<file path="config.mk">
export PLATFORM = sky130hd
export DESIGN_NAME = lru_chunk_cache_lookup
export DESIGN_NICKNAME = d
export VERILOG_FILES = /design/src/hw/rtl/lcl_pkg.sv /design/src/hw/rtl/lcl_ram.sv /design/src/hw/rtl/lru_chunk_cache_lookup.sv
export VERILOG_INCLUDE_DIRS = /design/src /design/src/hw/rtl
export SDC_FILE = /design/constraint.sdc
export NUM_CORES = 1
export LEC_CHECK = 0
export BUFFER_PORTS_ARGS = -buffer_cell sky130_fd_sc_hd__buf_4
export CORE_MARGIN = 1.5
export CORE_UTILIZATION = 57
export DETAILED_ROUTE_END_ITERATION = 8
export GPL_ROUTABILITY_DRIVEN = 1
export PLACE_DENSITY = 0.76
export SLEW_MARGIN = 20
export SYNTH_ARGS = -nofsm -noshare
export SYNTH_HDL_FRONTEND = slang
export SYNTH_SLANG_ARGS = --single-unit
export TNS_END_PERCENT = 100
</file>
<file path="constraint.sdc">
create_clock -name clk_i -period 4.5 [get_ports clk_i]
set_input_delay 0.675 -clock clk_i [delete_from_list [all_inputs] [get_ports clk_i]]
set_output_delay 0.675 -clock clk_i [all_outputs]
set_load 0.01 [all_outputs]
</file>
<file path="src/hw/rtl/lru_chunk_cache_lookup_assert.svh">
// Assertion macros used by the RTL of the chunk cache lookup.
// LCL_ASSERT checks a property with reset applied as a disable condition.
// LCL_ASSERT_ALWAYS checks a property at every edge, reset included.
`ifndef LRU_CHUNK_CACHE_LOOKUP_ASSERT_SVH
`define LRU_CHUNK_CACHE_LOOKUP_ASSERT_SVH

`ifndef ASSERT_OFF
`define LCL_ASSERT(lbl, clk, rstn, prop) \
  lbl: assert property (@(posedge clk) disable iff (!rstn) prop) \
    else $error("assertion failed");
`define LCL_ASSERT_ALWAYS(lbl, clk, prop) \
  lbl: assert property (@(posedge clk) prop) \
    else $error("assertion failed");
`else
`define LCL_ASSERT(lbl, clk, rstn, prop)
`define LCL_ASSERT_ALWAYS(lbl, clk, prop)
`endif

`endif

</file>
<file path="src/hw/rtl/lcl_pkg.sv">
package lcl_pkg;

  localparam int unsigned NumSlotsDefault = 32;
  localparam int unsigned KeyW = 16;
  localparam int unsigned SlotW = 5;

  typedef enum logic [2:0] {
    ST_IDLE,
    ST_SCAN,
    ST_DECIDE,
    ST_UPDATE,
    ST_RESP
  } lcl_state_e;

endpackage

</file>
<file path="src/hw/rtl/lcl_ram.sv">
module lcl_ram #(
  parameter int unsigned Width = 8,
  parameter int unsigned Depth = 32,
  localparam int unsigned AddrW = $clog2(Depth)
) (
  input  logic             clk_i,
  input  logic             we_i,
  input  logic [AddrW-1:0] waddr_i,
  input  logic [Width-1:0] wdata_i,
  input  logic [AddrW-1:0] raddr_i,
  output logic [Width-1:0] rdata_o
);

  logic [Width-1:0] mem [Depth];
  logic [Width-1:0] rdata_q;

  always_ff @(posedge clk_i) begin
    if (we_i) begin
      mem[waddr_i] <= wdata_i;
    end
  end

  always_ff @(posedge clk_i) begin
    rdata_q <= mem[raddr_i];
  end

  assign rdata_o = rdata_q;

endmodule

</file>
<file path="src/hw/rtl/lru_chunk_cache_lookup.sv">
// Channel   | Ports                              | Handshake
// ----------+------------------------------------+---------------------------------
// request   | clip_id_i, chunk_number_i          | start high while busy is low
// result    | hit_o, slot_o                      | done_o high for one cycle
//
// A request passes through the scan, decide, update and response states in that order.
// A tag scan reads one slot per cycle from the tag and rank memories, then a second
// pass through the rank memory rewrites every rank, one slot per cycle.
// Reset leaves all slots invalid and every rank equal to its slot number, at once.
// busy stays high from the accepting edge through the cycle in which done_o is high.
// The receiver cannot stall: each result is marked valid by done_o for exactly one cycle.
`include "lru_chunk_cache_lookup_assert.svh"

module lru_chunk_cache_lookup #(
  parameter int unsigned NUM_SLOTS = lcl_pkg::NumSlotsDefault
) (
  input  logic                       clk_i,
  input  logic                       rst_ni,
  input  logic                       start,
  output logic                       busy,
  input  logic [lcl_pkg::KeyW-1:0]   clip_id_i,
  input  logic [lcl_pkg::KeyW-1:0]   chunk_number_i,
  output logic                       done_o,
  output logic                       hit_o,
  output logic [lcl_pkg::SlotW-1:0]  slot_o
);

  localparam int unsigned SW = $clog2(NUM_SLOTS);
  localparam int unsigned CW = SW + 1;
  localparam int unsigned TagW = 2 * lcl_pkg::KeyW;
  localparam logic [CW-1:0] CntEnd = CW'(NUM_SLOTS);
  localparam logic [SW-1:0] OldestRank = SW'(NUM_SLOTS - 1);

  lcl_pkg::lcl_state_e state_q, state_d;
  logic [CW-1:0]            cnt_q, cnt_d;
  logic                     pend_q, pend_d;
  logic [SW-1:0]            pa_q, pa_d;
  logic [lcl_pkg::KeyW-1:0] clip_q, clip_d;
  logic [lcl_pkg::KeyW-1:0] chunk_q, chunk_d;
  logic                     hit_q, hit_d;
  logic [SW-1:0]            best_q, best_d;
  logic [SW-1:0]            found_q, found_d;
  logic [SW-1:0]            victim_q, victim_d;
  logic [SW-1:0]            frank_q, frank_d;
  logic [NUM_SLOTS-1:0]     valid_q, valid_d;
  logic [NUM_SLOTS-1:0]     rwr_q, rwr_d;

  logic            tag_we;
  logic [TagW-1:0] tag_rdata;
  logic            rank_we;
  logic [SW-1:0]   rank_wdata;
  logic [SW-1:0]   rank_rdata;
  logic [SW-1:0]   rd_addr;
  logic [SW-1:0]   eff_rank;
  logic            tag_match;

  lcl_ram #(
    .Width (TagW),
    .Depth (NUM_SLOTS)
  ) u_tag_ram (
    .clk_i   (clk_i),
    .we_i    (tag_we),
    .waddr_i (victim_q),
    .wdata_i ({clip_q, chunk_q}),
    .raddr_i (rd_addr),
    .rdata_o (tag_rdata)
  );

  lcl_ram #(
    .Width (SW),
    .Depth (NUM_SLOTS)
  ) u_rank_ram (
    .clk_i   (clk_i),
    .we_i    (rank_we),
    .waddr_i (pa_q),
    .wdata_i (rank_wdata),
    .raddr_i (rd_addr),
    .rdata_o (rank_rdata)
  );

  // A rank entry that was never written reads as its reset value, the slot number.
  assign eff_rank  = rwr_q[pa_q] ? rank_rdata : pa_q;
  assign tag_match = valid_q[pa_q] && (tag_rdata == {clip_q, chunk_q});
  assign rd_addr   = cnt_q[SW-1:0];

  always_comb begin
    state_d    = state_q;
    cnt_d      = cnt_q;
    pend_d     = 1'b0;
    pa_d       = cnt_q[SW-1:0];
    clip_d     = clip_q;
    chunk_d    = chunk_q;
    hit_d      = hit_q;
    best_d     = best_q;
    found_d    = found_q;
    victim_d   = victim_q;
    frank_d    = frank_q;
    valid_d    = valid_q;
    rwr_d      = rwr_q;
    tag_we     = 1'b0;
    rank_we    = 1'b0;
    rank_wdata = eff_rank;
    case (state_q)
      lcl_pkg::ST_IDLE: begin
        if (start) begin
          clip_d  = clip_id_i;
          chunk_d = chunk_number_i;
          cnt_d   = '0;
          hit_d   = 1'b0;
          state_d = lcl_pkg::ST_SCAN;
        end
      end
      lcl_pkg::ST_SCAN: begin
        if (cnt_q != CntEnd) begin
          pend_d = 1'b1;
          cnt_d  = cnt_q + CW'(1);
        end else begin
          state_d = lcl_pkg::ST_DECIDE;
        end
        if (pend_q) begin
          if (tag_match && (!hit_q || (eff_rank < best_q))) begin
            hit_d   = 1'b1;
            best_d  = eff_rank;
            found_d = pa_q;
          end
          if (eff_rank == OldestRank) begin
            victim_d = pa_q;
          end
        end
      end
      lcl_pkg::ST_DECIDE: begin
        if (hit_q) begin
          frank_d = best_q;
        end else begin
          found_d           = victim_q;
          frank_d           = OldestRank;
          tag_we            = 1'b1;
          valid_d[victim_q] = 1'b1;
        end
        cnt_d   = '0;
        state_d = lcl_pkg::ST_UPDATE;
      end
      lcl_pkg::ST_UPDATE: begin
        if (cnt_q != CntEnd) begin
          pend_d = 1'b1;
          cnt_d  = cnt_q + CW'(1);
        end else begin
          state_d = lcl_pkg::ST_RESP;
        end
        if (pend_q) begin
          rank_we     = 1'b1;
          rwr_d[pa_q] = 1'b1;
          if (pa_q == found_q) begin
            rank_wdata = '0;
          end else if (eff_rank < frank_q) begin
            rank_wdata = eff_rank + SW'(1);
          end
        end
      end
      lcl_pkg::ST_RESP: begin
        state_d = lcl_pkg::ST_IDLE;
      end
      default: begin
        state_d = lcl_pkg::ST_IDLE;
      end
    endcase
  end

  always_ff @(posedge clk_i or negedge rst_ni) begin
    if (!rst_ni) begin
      state_q <= lcl_pkg::ST_IDLE;
      cnt_q   <= '0;
      pend_q  <= 1'b0;
      hit_q   <= 1'b0;
      valid_q <= '0;
      rwr_q   <= '0;
    end else begin
      state_q <= state_d;
      cnt_q   <= cnt_d;
      pend_q  <= pend_d;
      hit_q   <= hit_d;
      valid_q <= valid_d;
      rwr_q   <= rwr_d;
    end
  end

  always_ff @(posedge clk_i) begin
    pa_q     <= pa_d;
    clip_q   <= clip_d;
    chunk_q  <= chunk_d;
    best_q   <= best_d;
    found_q  <= found_d;
    victim_q <= victim_d;
    frank_q  <= frank_d;
  end

  assign busy   = (state_q != lcl_pkg::ST_IDLE);
  assign done_o = (state_q == lcl_pkg::ST_RESP);
  assign hit_o  = hit_q;
  assign slot_o = lcl_pkg::SlotW'(found_q);

  `LCL_ASSERT(a_done_single, clk_i, rst_ni, done_o |=> !done_o)
  `LCL_ASSERT(a_accept_busy, clk_i, rst_ni, (start && !busy) |=> (busy && !done_o))
  `LCL_ASSERT(a_miss_valid, clk_i, rst_ni, (done_o && !hit_o) |-> valid_q[found_q])
  `LCL_ASSERT(a_done_after_update, clk_i, rst_ni,
              done_o |-> ($past(state_q) == lcl_pkg::ST_UPDATE))
  `LCL_ASSERT_ALWAYS(a_done_busy, clk_i, done_o |-> busy)

endmodule
</file>
======== Yosys cells after proc, flatten, opt, wreduce, memory -nomap -nowiden ========
Memory sizes are Yosys's and may differ from the RTL's. A register that Yosys moved wholly into a read port is not among the register bits.
Index checks and enable logic that the tools add are counted.
storage, ports and cells
  logic and storage cells ................. 100
  RAM bits ................................ 1184
  bits of input ports ..................... 35
  register bits after elaboration ......... 132
  memories kept ........................... 2
memories
  memory          words  width  read ports  clocked after memory_dff  write ports  RTL line       text
  u_tag_ram.mem   32     32     1           1                         1            lcl_ram.sv:14  logic [Width-1:0] mem [Depth];
  u_rank_ram.mem  32     5      1           1                         1            lcl_ram.sv:14
cells by class
  bitwise operators ....................... 3
  mux-type cells .......................... 38
  reductions and logical operators ........ 21
  equality and inequality tests ........... 15
  $add $sub $neg .......................... 2
  order comparisons ....................... 6
operators by type and width
  kind                   count
  $or A32 B32 Y32        2
  $mux W5                8
  $eq A32 B32 Y1         1
  $pmux W6 S3            1
  $mux W1                17
  $lt A5 B6 Y1 const B   2
  $mux W6                2
  $ne A2 B2 Y1 const B   6
  $pmux W3 S4            1
  $reduce_and A3 Y1      4
  $bmux W1 S5            2
  $demux W1 S5           2
  $ge A5 B1 Y1 const B   2
  $lt A5 B5 Y1           2
  $pmux W5 S2            1
  $mux W3                3
  $reduce_and A4 Y1      2
  $add A6 B1 Y6 const B  1
  $eq A3 B2 Y1 const B   2
  $ne A6 B6 Y1 const B   1
  $reduce_and A2 Y1      3
  $reduce_bool A3 Y1     2
  $add A5 B1 Y5 const B  1
  $eq A5 B5 Y1           1
  other kinds (12)       16

======== Longest topological paths before layout ========
Gate-level depths: netlist of run 1.
  depth in word-level cells ............... 9
  gate-level depth with buffers ........... 14
  depth with buffers taken out ............ 12

======== Cells and area by module ========
From an unflattened synthesis of run 1, not the netlist that was laid out.
second synthesis, totals
  cell total of the unflattened synthesis .. 3022
  area, all modules ....................... 53035.9 um2
modules (own cells, without submodules)
  module                  area each (um2)  cells an instance  instances
  lcl_ram (u_tag_ram)     40485.1          2260               1
  lcl_ram (u_rank_ram)    6344.8           277                1
  lru_chunk_cache_lookup  6206.0           485                1

======== Worst setup path before layout of run 1 ========
Ideal clock, no wire load.
  path type ............................... reg2reg
  start ................................... reg pa_q[0]
  end ..................................... mem u_rank_ram.mem[0][3] (netlist bit), data pin
  setup time .............................. 0.445 ns
  period minus slack after synthesis ...... 4.852 ns
  arrival time ............................ 4.407 ns
  path slack .............................. -0.352 ns
  stages on the path, launching flop included .. 14
  cells stage by stage .................... dfxtp_1 > buf_6 > mux4_2 > and3b_4 > a211oi_4 > nand4_2 > mux2_2 > ha_1 > or2_2 > o41a_1 > o31ai_2 > a221o_2 > a21oi_1 > nor3_1
on the way
  cells in the longest elaborated chain, start to end .. 8
ends and longest elaborated chain
  element                                        RTL line                                                      text
  start: declaration                             lru_chunk_cache_lookup.sv:37                                  logic [SW-1:0] pa_q, pa_d;
  start signal: assignment                       lru_chunk_cache_lookup.sv:188                                 pa_q <= pa_d;
  $bmux W1 S5 (*)                                lru_chunk_cache_lookup.sv:82                                  assign eff_rank = rwr_q[pa_q] ? rank_rdata : pa_q;
  $mux W1 (implied by the code) (*)              lru_chunk_cache_lookup.sv:82
  $mux W5 (*)                                    lru_chunk_cache_lookup.sv:82
  via eff_rank[1]                                lru_chunk_cache_lookup.sv:54                                  logic [SW-1:0] eff_rank;
  $add A5 B1 Y5 or $lt A5 B5 Y1 (tied branches)  lru_chunk_cache_lookup.sv:156, lru_chunk_cache_lookup.sv:155
  $mux W5 (*)                                    lru_chunk_cache_lookup.sv:155                                 end else if (eff_rank < frank_q) begin
  $mux W5 (*)                                    lru_chunk_cache_lookup.sv:153                                 if (pa_q == found_q) begin
  $mux W5 (*)                                    lru_chunk_cache_lookup.sv:150                                 if (pend_q) begin
  $mux W5 (*)                                    lru_chunk_cache_lookup.sv:103                                 case (state_q)
  via rank_wdata[3]                              lru_chunk_cache_lookup.sv:51                                  logic [SW-1:0] rank_wdata;
  end: declaration                               lcl_ram.sv:14
The timed path passes the listed nets; every way through them passes the cells marked *. The select of a mux whose other input is x is not followed.

======== Worst setup path after layout of run 1 ========
  start ................................... reg pa_q[0]
  end ..................................... mem u_rank_ram.mem[14][1] (netlist bit), data pin
on the way
  cells in the longest elaborated chain, start to end .. 8
ends and longest elaborated chain
  element                        RTL line
  $bmux W1 S5                    lru_chunk_cache_lookup.sv:82
  $mux W1 (implied by the code)  lru_chunk_cache_lookup.sv:82
  $mux W5                        lru_chunk_cache_lookup.sv:82
  via eff_rank[3]                lru_chunk_cache_lookup.sv:54
  $lt A5 B5 Y1                   lru_chunk_cache_lookup.sv:155
  $mux W5                        lru_chunk_cache_lookup.sv:155
  $mux W5                        lru_chunk_cache_lookup.sv:153
  $mux W5                        lru_chunk_cache_lookup.sv:150
  $mux W5                        lru_chunk_cache_lookup.sv:103
  via rank_wdata[1]              lru_chunk_cache_lookup.sv:51
The timed path passes the listed nets, and every way through them passes these cells. The select of a mux whose other input is x is not followed.

==> results.rst, run 1 <==
.. list-table::
   :header-rows: 1

   * - Metric
     - Value
   * - Compound-gate portion of the synthesized area
     - 0.00611
   * - Clock latency at the later pin of the worst-skew pair
     - 0.75 ns
   * - CTS Root Buffer Type
     - clkbuf_16
   * - Post-synthesis simple-gate area fraction
     - 0.0250
   * - Max Cap Violations
     - 0
   * - Maximum resistive drop on vdd
     - roughly 430 µV
   * - Initial antenna violation count
     - 1
   * - Worst hold path class
     - input pin to asynchronous set/reset pin
   * - Clk sinks
     - ~1,400
   * - Xor/xnor share of the synthesized area
     - 0.00679
   * - Proportion of netlist area held by the largest area contributor
     - 0.719
   * - Total congestion overflow after global routing
     - 0
   * - Clock transition at the registers of the reported paths
     - 0.06 ns
   * - Number of placement rows
     - 110
   * - Die Ht
     - 304 µm
   * - Net load switching power
     - roughly 9400 µW
   * - Number of synthesis warnings
     - 0
   * - Power density cells
     - 595 nW/µm²
   * - Number of nets in the layout
     - about 2,500
   * - Power share of the clock group
     - 0.318
   * - Dominant cell type by area after synthesis
     - edfxtp_1
   * - Skew final
     - 0.0277 ns
   * - Final Max Slew Viols
     - 0
   * - Fin Setup TNS
     - 0 ns
   * - Number of diodes
     - 0
   * - Internal
     - 25,500 µW
   * - Fraction of registers with async set/reset
     - 0.0554
   * - DRT antenna net count
     - 0
   * - Fraction of power consumed by sequential logic
     - 0.453
   * - Final setup margin
     - 0.201 ns
   * - Filler instances
     - 5,492
   * - All-layer global routing usage
     - 0.270
   * - H-tree depth
     - 4
   * - IO Pins
     - 43
   * - Summed instance area of the synthesized netlist
     - 51,600 µm²
   * - Number of flops mapped to enable cells by yosys
     - roughly 1,200
   * - Starting DRC count in detailed routing
     - 3,599
   * - Synth Area in Adders
     - 0.00242
   * - Bufs on Longest Clock Path
     - 3
   * - Leakage power of the design
     - 0.0190 µW
   * - CP endpoint kind
     - flip-flop
   * - Register-to-Register Setup Slack
     - 0.20 ns
   * - Fraction of synthesized area in multiplexers
     - 0.178
   * - Number of flip-flops and latches in the synthesized netlist
     - 1,353
   * - Most frequent standard cell in the layout excluding fill and tap cells
     - edfxtp_1
   * - First-pass GRT wire length
     - approximately 180,000 µm
   * - Mapped Avg Cell Area
     - between 20 and 25 µm²
   * - Post-DR vias/cell
     - 6.69
   * - TritonCTS Buffers
     - about 130
   * - Largest family of logic cells by synthesized area
     - multiplexers
   * - Transition at the pin with the smallest max-transition slack
     - 1.10 ns
   * - Ratio of cells with drive above 1 in the final layout
     - 0.345
   * - Full die area
     - 92,300 µm²
   * - Synthesized instance count
     - 2,262
   * - Number of design rule violations left after detail routing
     - 0
   * - Number of distinct library cells after synthesis
     - 54
   * - Post-route standard cell area excluding fillers
     - 58,700 µm²
   * - Startpoint type of the worst setup path
     - flip-flop
   * - Class of the most critical setup path
     - flip-flop to flip-flop
   * - Portion of total power attributed to combinational logic
     - 0.229
   * - Arrival time at the worst endpoint
     - 4.74 ns
   * - Number of post-CTS setup repair buffers
     - 0
   * - Commonest non-fill, non-tap cells in the layout
     - 1,236 x edfxtp_1, 380 x mux4_2, 136 x clkbuf_16
   * - Chip width
     - 304 µm
   * - Starting density of the core
     - 0.574
   * - Final Setup Violations
     - 0
   * - Peak fanout along the critical path
     - 32
   * - Synthesis-to-layout area growth
     - 13.8%
   * - Minimum period implied by the final worst setup slack
     - 4.30 ns
   * - Fraction of the yosys area taken by sequential cells
     - 0.772
   * - Top FF cell, synth
     - edfxtp_1
   * - Outcome
     - finished clean
   * - Core Area
     - 89,900 µm²
   * - Worst slew margin relative to its limit
     - 0.264
   * - Sw Ratio
     - 0.269
   * - Area of all sequential standard cells
     - 39,800 µm²
   * - Area of the multi-input gates
     - 11,500 µm²
   * - Top cells by area, synth
     - edfxtp_1 72%, mux4_2 17%, dfrtp_1 3.6%
   * - Worst Hold Margin
     - roughly 0.074 ns
   * - Average wire per standard cell
     - approximately 33 µm
   * - Fin. Hold Viols
     - 0
   * - DPL Wire Length
     - between 60,000 and 70,000 µm
   * - Vias in the first global route
     - 26,000
   * - Largest net degree at the start of global routing
     - 76
   * - Setup slack at placement
     - -0.0477 ns
   * - Clock tree from TritonCTS
     - built
   * - Number of detailed-routing iterations run before antenna repair
     - 6
   * - RSZ-0062 raised after global routing
     - false
   * - Upper clock frequency limit
     - 233 MHz
   * - Number of nets in the synthesized netlist
     - around 2,300
   * - Detailed-route wire length
     - about 120,000 µm
   * - Crit path required time
     - 4.94 ns
   * - Routability Congestion
     - 0.867
   * - Via count
     - 24,900
   * - Period Utilization, post-route
     - 0.955
   * - Instance area after placement
     - 54,300 µm²
   * - Count of input and output buffers
     - 42
==> worst paths after layout <==
| path | startpoint | end | depth (start not counted) |
|---|---|---|---|
| worst max-delay path | pa_q[0]$_DFF_P_ | u_rank_ram.mem[14][1]$_DFFE_PP_ | 14 |
| worst min-delay path | rst_ni | cnt_q[3]$_DFFE_PN0P_ | 1 |
| worst max register to register | pa_q[0]$_DFF_P_ | u_rank_ram.mem[14][1]$_DFFE_PP_ | 14 |
| worst min register to register | rwr_q[29]$_DFFE_PN0P_ | rwr_q[29]$_DFFE_PN0P_ | 1 |
| max in group asynchronous | rst_ni | cnt_q[2]$_DFFE_PN0P_ | 1 |
| min in group clk_i | clip_id_i[0] | clip_q[0]$_DFFE_PP_ | 1 |
==> power by group through the flow <==
stage	sequential, µW	combinational [µW]	clock, µW
floorplan	15800	5880	0
global placement	16100	7690	0
detailed placement	16100	7900	0
CTS	15800	8060	11200
global route	15900	8540	11700
finish	15800	7990	11100
==> repair_timing <==
item	4_1_cts	5_1_grt
endpoints found under the setup margin	64	0
hold buffers	0	0
gates resized for setup	2	0
==> layout make-up <==
type,instances,share of cell area
clock buffers,185,0.0627
clock inverters,61,0.0120
inverters,24,0.00153
multi-input cells,781,0.196
flip-flops and latches,1353,0.679
well taps,1176,0.0251
repair buffers,148,0.0238
==> cells by family (layout without fill, tap and decap cells) <==
logic type,count (synthesis),after routing
simple gates,251,251
flops,1353,1353
compound gates,43,43
buf+inv,128,418
xor+xnor,40,40
fa+ha+maj,10,10
mux,437,437
==> metrics by stage <==
stage | power, µW | utilization | cells
floorplan | 21700 | - | 2262
global placement | 23700 | 0.605 | 3482
detailed placement | 24000 | 0.605 | 3482
CTS | 35100 | 0.653 | 3728
global route | 36100 | 0.653 | 3728
finish | 34900 | 0.653 | 3728
==> worst max-delay path, cell delays in order, from the launching register on <==
cell and delay (ns):
dfxtp_1 0.48, buf_4 0.31, mux2i_1 0.27, o22ai_1 0.17, a211oi_4 0.31, nand4_2 0.15, buf_4 0.17, mux2_2 0.29
ha_1 0.30, o41a_1 0.17, o31ai_2 0.08, a221o_2 0.41, buf_4 0.16, o21ai_0 0.16, a32o_2 0.56
==> synth_stat cells, drive strengths merged, types with 4 or more instances <==
| cell type | count |
|---|---|
| nand3 | 13 |
| dfxtp | 42 |
| inv | 24 |
| and2 | 4 |
| clkbuf | 68 |
| mux2i | 11 |
| mux2 | 46 |
| xnor2 | 17 |
| nor3 | 10 |
| a21oi | 6 |
| and3 | 5 |
| nand2b | 8 |
| mux4 | 380 |
| nor2 | 85 |
| xor2 | 23 |
| nand2 | 29 |
| ha | 10 |
| o21ai | 12 |
| nor2b | 5 |
| nand4 | 7 |
| buf | 36 |
| nor4 | 6 |
| or2 | 66 |
| dfrtp | 75 |
| nor3b | 4 |
| edfxtp | 1236 |
==> sequential cells by signal, indices dropped and copies added (netlist names) <==
signal              cells
best_q                  5
chunk_q                16
clip_q                 16
cnt_q                   6
frank_q                 5
hit_o                   1
pa_q                    5
pend_q                  1
rwr_q                  32
slot_o                  5
state_q                 3
u_rank_ram.mem        160
u_rank_ram.rdata_o      5
u_tag_ram.mem        1024
u_tag_ram.rdata_o      32
valid_q                32
victim_q                5
==> per-layer routing <==
metal  global-route usage  vias up  routed length (µm)
li1                     -     9825                   -
met1                0.383    13200               46100
met2                0.423     1642               59300
met3               0.0540      264               12500
met4                0.105        0                4220
met5                    0        -                   0
Note: power is estimated with default switching activity, not from simulation.
==> run 2: changes to the inputs <==
- CORE_ASPECT_RATIO: unset -> 0.8
==> run 2 against run 1 <==
Compared with the run above: setup slack improved by 0.097 ns; flip-flop and latch count did not move; utilization fell by 0.15 points; cell count barely moved; first-iteration DRC count fell by 14%; via count fell by 1.7%; critical endpoint is now u_rank_ram.mem[10][1]$_DFFE_PP_; sequential power barely moved; global-route usage fell by 1.2 points; register-to-register slack improved by 0.097 ns; largest cell class unchanged; sequential share of layout area rose by 0.43 points; highest routed layer unchanged; clock-buffer cell count fell by 27; critical path type unchanged; combinational power rose by 2%.
==> results.rst, run 2 (synthesis results as in run 1) <==
.. list-table::
   :header-rows: 1

   * - Metric
     - Value
   * - Outcome
     - finished clean
   * - Number of placement rows
     - 98 (-11%)
   * - Full die area
     - 92,400 µm² (about the same)
   * - Ratio of cells with drive above 1 in the final layout
     - 0.339 (-0.00647)
   * - Starting DRC count in detailed routing
     - 3,095 (-14%)
   * - Number of flip-flops under the largest register name
     - 1,024 (unchanged)
   * - Transition at the pin with the smallest max-transition slack
     - 1.08 ns (-0.0262 ns)
   * - Fin. Hold Viols
     - 0 (unchanged)
   * - Synthesis-to-layout area growth
     - 13.1%
   * - Filler instances
     - 5,579 (+1.6%)
   * - Delay of the slowest critical-path stage
     - 0.61 ns (+0.05 ns)
   * - Worst slew margin relative to its limit
     - 0.281 (+0.0175)
   * - Worst Setup SP
     - pa_q[0]$_DFF_P_
   * - RSZ-0062 raised after global routing
     - false
   * - Crit path required time
     - 4.89 ns (-0.05 ns)
   * - Peak fanout along the critical path
     - 32 (unchanged)
   * - Starting density of the core
     - 0.577 (+0.00233)
   * - TritonCTS Buffers
     - 120 (-10%)
   * - First-pass GRT wire length
     - 171,000 µm (-3.9%)
   * - Crit path buffers/inverters
     - 0 (-3)
   * - Count of input and output buffers
     - 42 (unchanged)
   * - Clk sinks
     - 1,353 (unchanged)
   * - Die Ht
     - 272 µm (-10%)
   * - Largest net degree at the start of global routing
     - 88 (+16%)
   * - GRT met1 Usage
     - 0.386 (+0.00306)
   * - Number of buffers inserted by hold repair at cts
     - 0 (unchanged)
   * - Clock tree from TritonCTS
     - built
   * - Registers with the most flip-flops
     - u_tag_ram.mem: 1024 flops, u_rank_ram.mem: 160 flops
   * - Final Setup Violations
     - 0 (unchanged)
   * - Bufs on Longest Clock Path
     - 3 (unchanged)
   * - Minimum period implied by the final worst setup slack
     - 4.20 ns (-0.0967 ns)
   * - Routability Congestion
     - 0.865 (-0.25%)
   * - Clock latency at the later pin of the worst-skew pair
     - 0.70 ns (-0.05 ns)
   * - Clock transition at the registers of the reported paths
     - 0.06 ns (about the same)
   * - Via count
     - 24,500 (-1.7%)
   * - Number of post-CTS setup repair buffers
     - 0 (unchanged)
   * - Worst Hold Margin
     - 0.156 ns (+0.0816 ns)
   * - Leakage power of the design
     - 0.0187 µW (-1.3%)
   * - CP endpoint kind
     - flip-flop
   * - Upper clock frequency limit
     - 238 MHz (+2.3%)
   * - Commonest non-fill, non-tap cells in the layout
     - 1,236 x edfxtp_1, 380 x mux4_2, 123 x clkbuf_16
   * - Instance area after placement
     - 54,400 µm² (+0.12%)
   * - Number of detailed-routing iterations run before antenna repair
     - 5 (-1)
   * - Period Utilization, post-route
     - 0.934 (-0.0215)
   * - H-tree depth
     - 3 (-1)
   * - DP Cell Count
     - 3,499 (+0.49%)
   * - Max Cap Violations
     - 0 (unchanged)
   * - DPL Wire Length
     - 63,800 µm (+0.55%)
   * - Post-CTS resize count
     - 1 (-1)
   * - Final setup margin
     - 0.298 ns (+0.0967 ns)
   * - Startpoint type of the worst setup path
     - flip-flop
   * - GRT met3 Usage
     - 0.0586 (+0.00465)
   * - Worst hold path class
     - input pin to asynchronous set/reset pin
   * - Crit path cell chain
     - mux4_2, and3b_4, a211oi_4, nand4_2, mux2_2, ha_1, or2_2, o41a_1, o31ai_2, a221o_2, and2_1, a32o_2
   * - Post-DR vias/cell
     - 6.58 (-1.7%)
   * - Post-route standard cell area excluding fillers
     - 58,400 µm² (-0.63%)
   * - Vias in the first global route
     - 24,900 (-4.3%)
   * - Master of the slowest instance on the critical path
     - a32o_2
   * - Skew final
     - 0.0219 ns (-0.00579 ns)
   * - Most frequent standard cell in the layout excluding fill and tap cells
     - edfxtp_1
   * - CP delay by family, top
     - compound AO/OA/AOI/OAI gates
   * - Detailed-route wire length
     - 117,000 µm (-4.0%)
   * - Arrival time at the worst endpoint
     - 4.59 ns (-0.15 ns)
   * - IO Pins
     - 43 (unchanged)
   * - Number of design rule violations left after detail routing
     - 0 (unchanged)
   * - Initial antenna violation count
     - 1 (unchanged)
   * - Final instance count without filler cells
     - 3,726 (-0.054%)
   * - Power density cells
     - 585 nW/µm² (-1.7%)
   * - All-layer global routing usage
     - 0.258 (-0.0122)
   * - CTS Root Buffer Type
     - clkbuf_16
   * - Register with the most flip-flops
     - u_tag_ram.mem
   * - Number of nets in the layout
     - 2,467 (-0.80%)
   * - Average wire per standard cell
     - 31.4 µm (-4.0%)
   * - Most used routing layer
     - met2
   * - Source of the worst register-to-register timing path
     - pa_q[0]$_DFF_P_
   * - Core Area
     - 89,500 µm² (-0.40%)
   * - Chip width
     - 339 µm (+12%)
   * - Final Max Slew Viols
     - 0 (unchanged)
   * - Grt met2 use
     - 0.392 (-0.0316)
   * - Setup slack at placement
     - -0.0392 ns (+0.00842 ns)
   * - Total congestion overflow after global routing
     - 0 (unchanged)
   * - DRT antenna net count
     - 0 (unchanged)
   * - Class of the most critical setup path
     - flip-flop to flip-flop
   * - Maximum resistive drop on vdd
     - 556 µV (+29%)
[run 2: cell types whose count changed in the layout (fill, tap and decap cells not counted), sizes merged]
| cell | change |
|---|---|
| diode | +2 |
| clkbuf | -27 |
| clkinv | +1 |
| buf | -6 |
| clkinvlp | +4 |
| inv | -3 |
| bufinv | +3 |
[run 2: final timing paths]
path                            depth (start not counted)                              end  slack, ns
worst min-delay path                                    1            rwr_q[16]$_DFFE_PN0P_       0.16
min in group clk_i                                      1             chunk_q[9]$_DFFE_PP_       0.16
max in group asynchronous                               1             cnt_q[1]$_DFFE_PN0P_       3.60
worst max-delay path                                   12  u_rank_ram.mem[10][1]$_DFFE_PP_       0.30
worst min register to register                          1          valid_q[24]$_DFFE_PN0P_       0.46
worst max register to register                         12  u_rank_ram.mem[10][1]$_DFFE_PP_       0.30
[run 2: metal layers]
metal	wire [µm]	part of all wire	up-vias
met5	0	0	-
met4	3090	0.026	0
met3	12600	0.11	217
met2	54800	0.47	1521
met1	46700	0.40	13000
li1	-	-	9754
[run 2: final cells by class]
type	instances	area, µm²	share of cell area
Clock buffer	158	3260	0.0559
Multi-Input combinational cell	781	11500	0.198
Timing Repair Buffer	142	1450	0.0249
Sequential cell	1353	39800	0.683
Inverter	24	90.1	0.00154
Clock inverter	66	671	0.0115
Tap cell	1200	1500	0.0257
Antenna cell	2	5.00	0.0000858
[run 2: power by group]
group	switching (µW)	leakage, µW	total [µW]	internal, µW
logic	4120	0.00432	8130	4010
clock network	4420	0.00191	10300	5830
registers	590	0.0125	15700	15200
total	9140	0.0187	34100	25000
[run 2: through the flow]
stage / TNS (ns) / total power [µW] / util
global route: 0 / 35300 / 0.652
detailed placement: -1.12 / 24100 / 0.608
global placement: 0 / 23800 / 0.608
floorplan: 0 / 21700 / -
CTS: 0 / 34300 / 0.652
finish: 0 / 34100 / 0.652
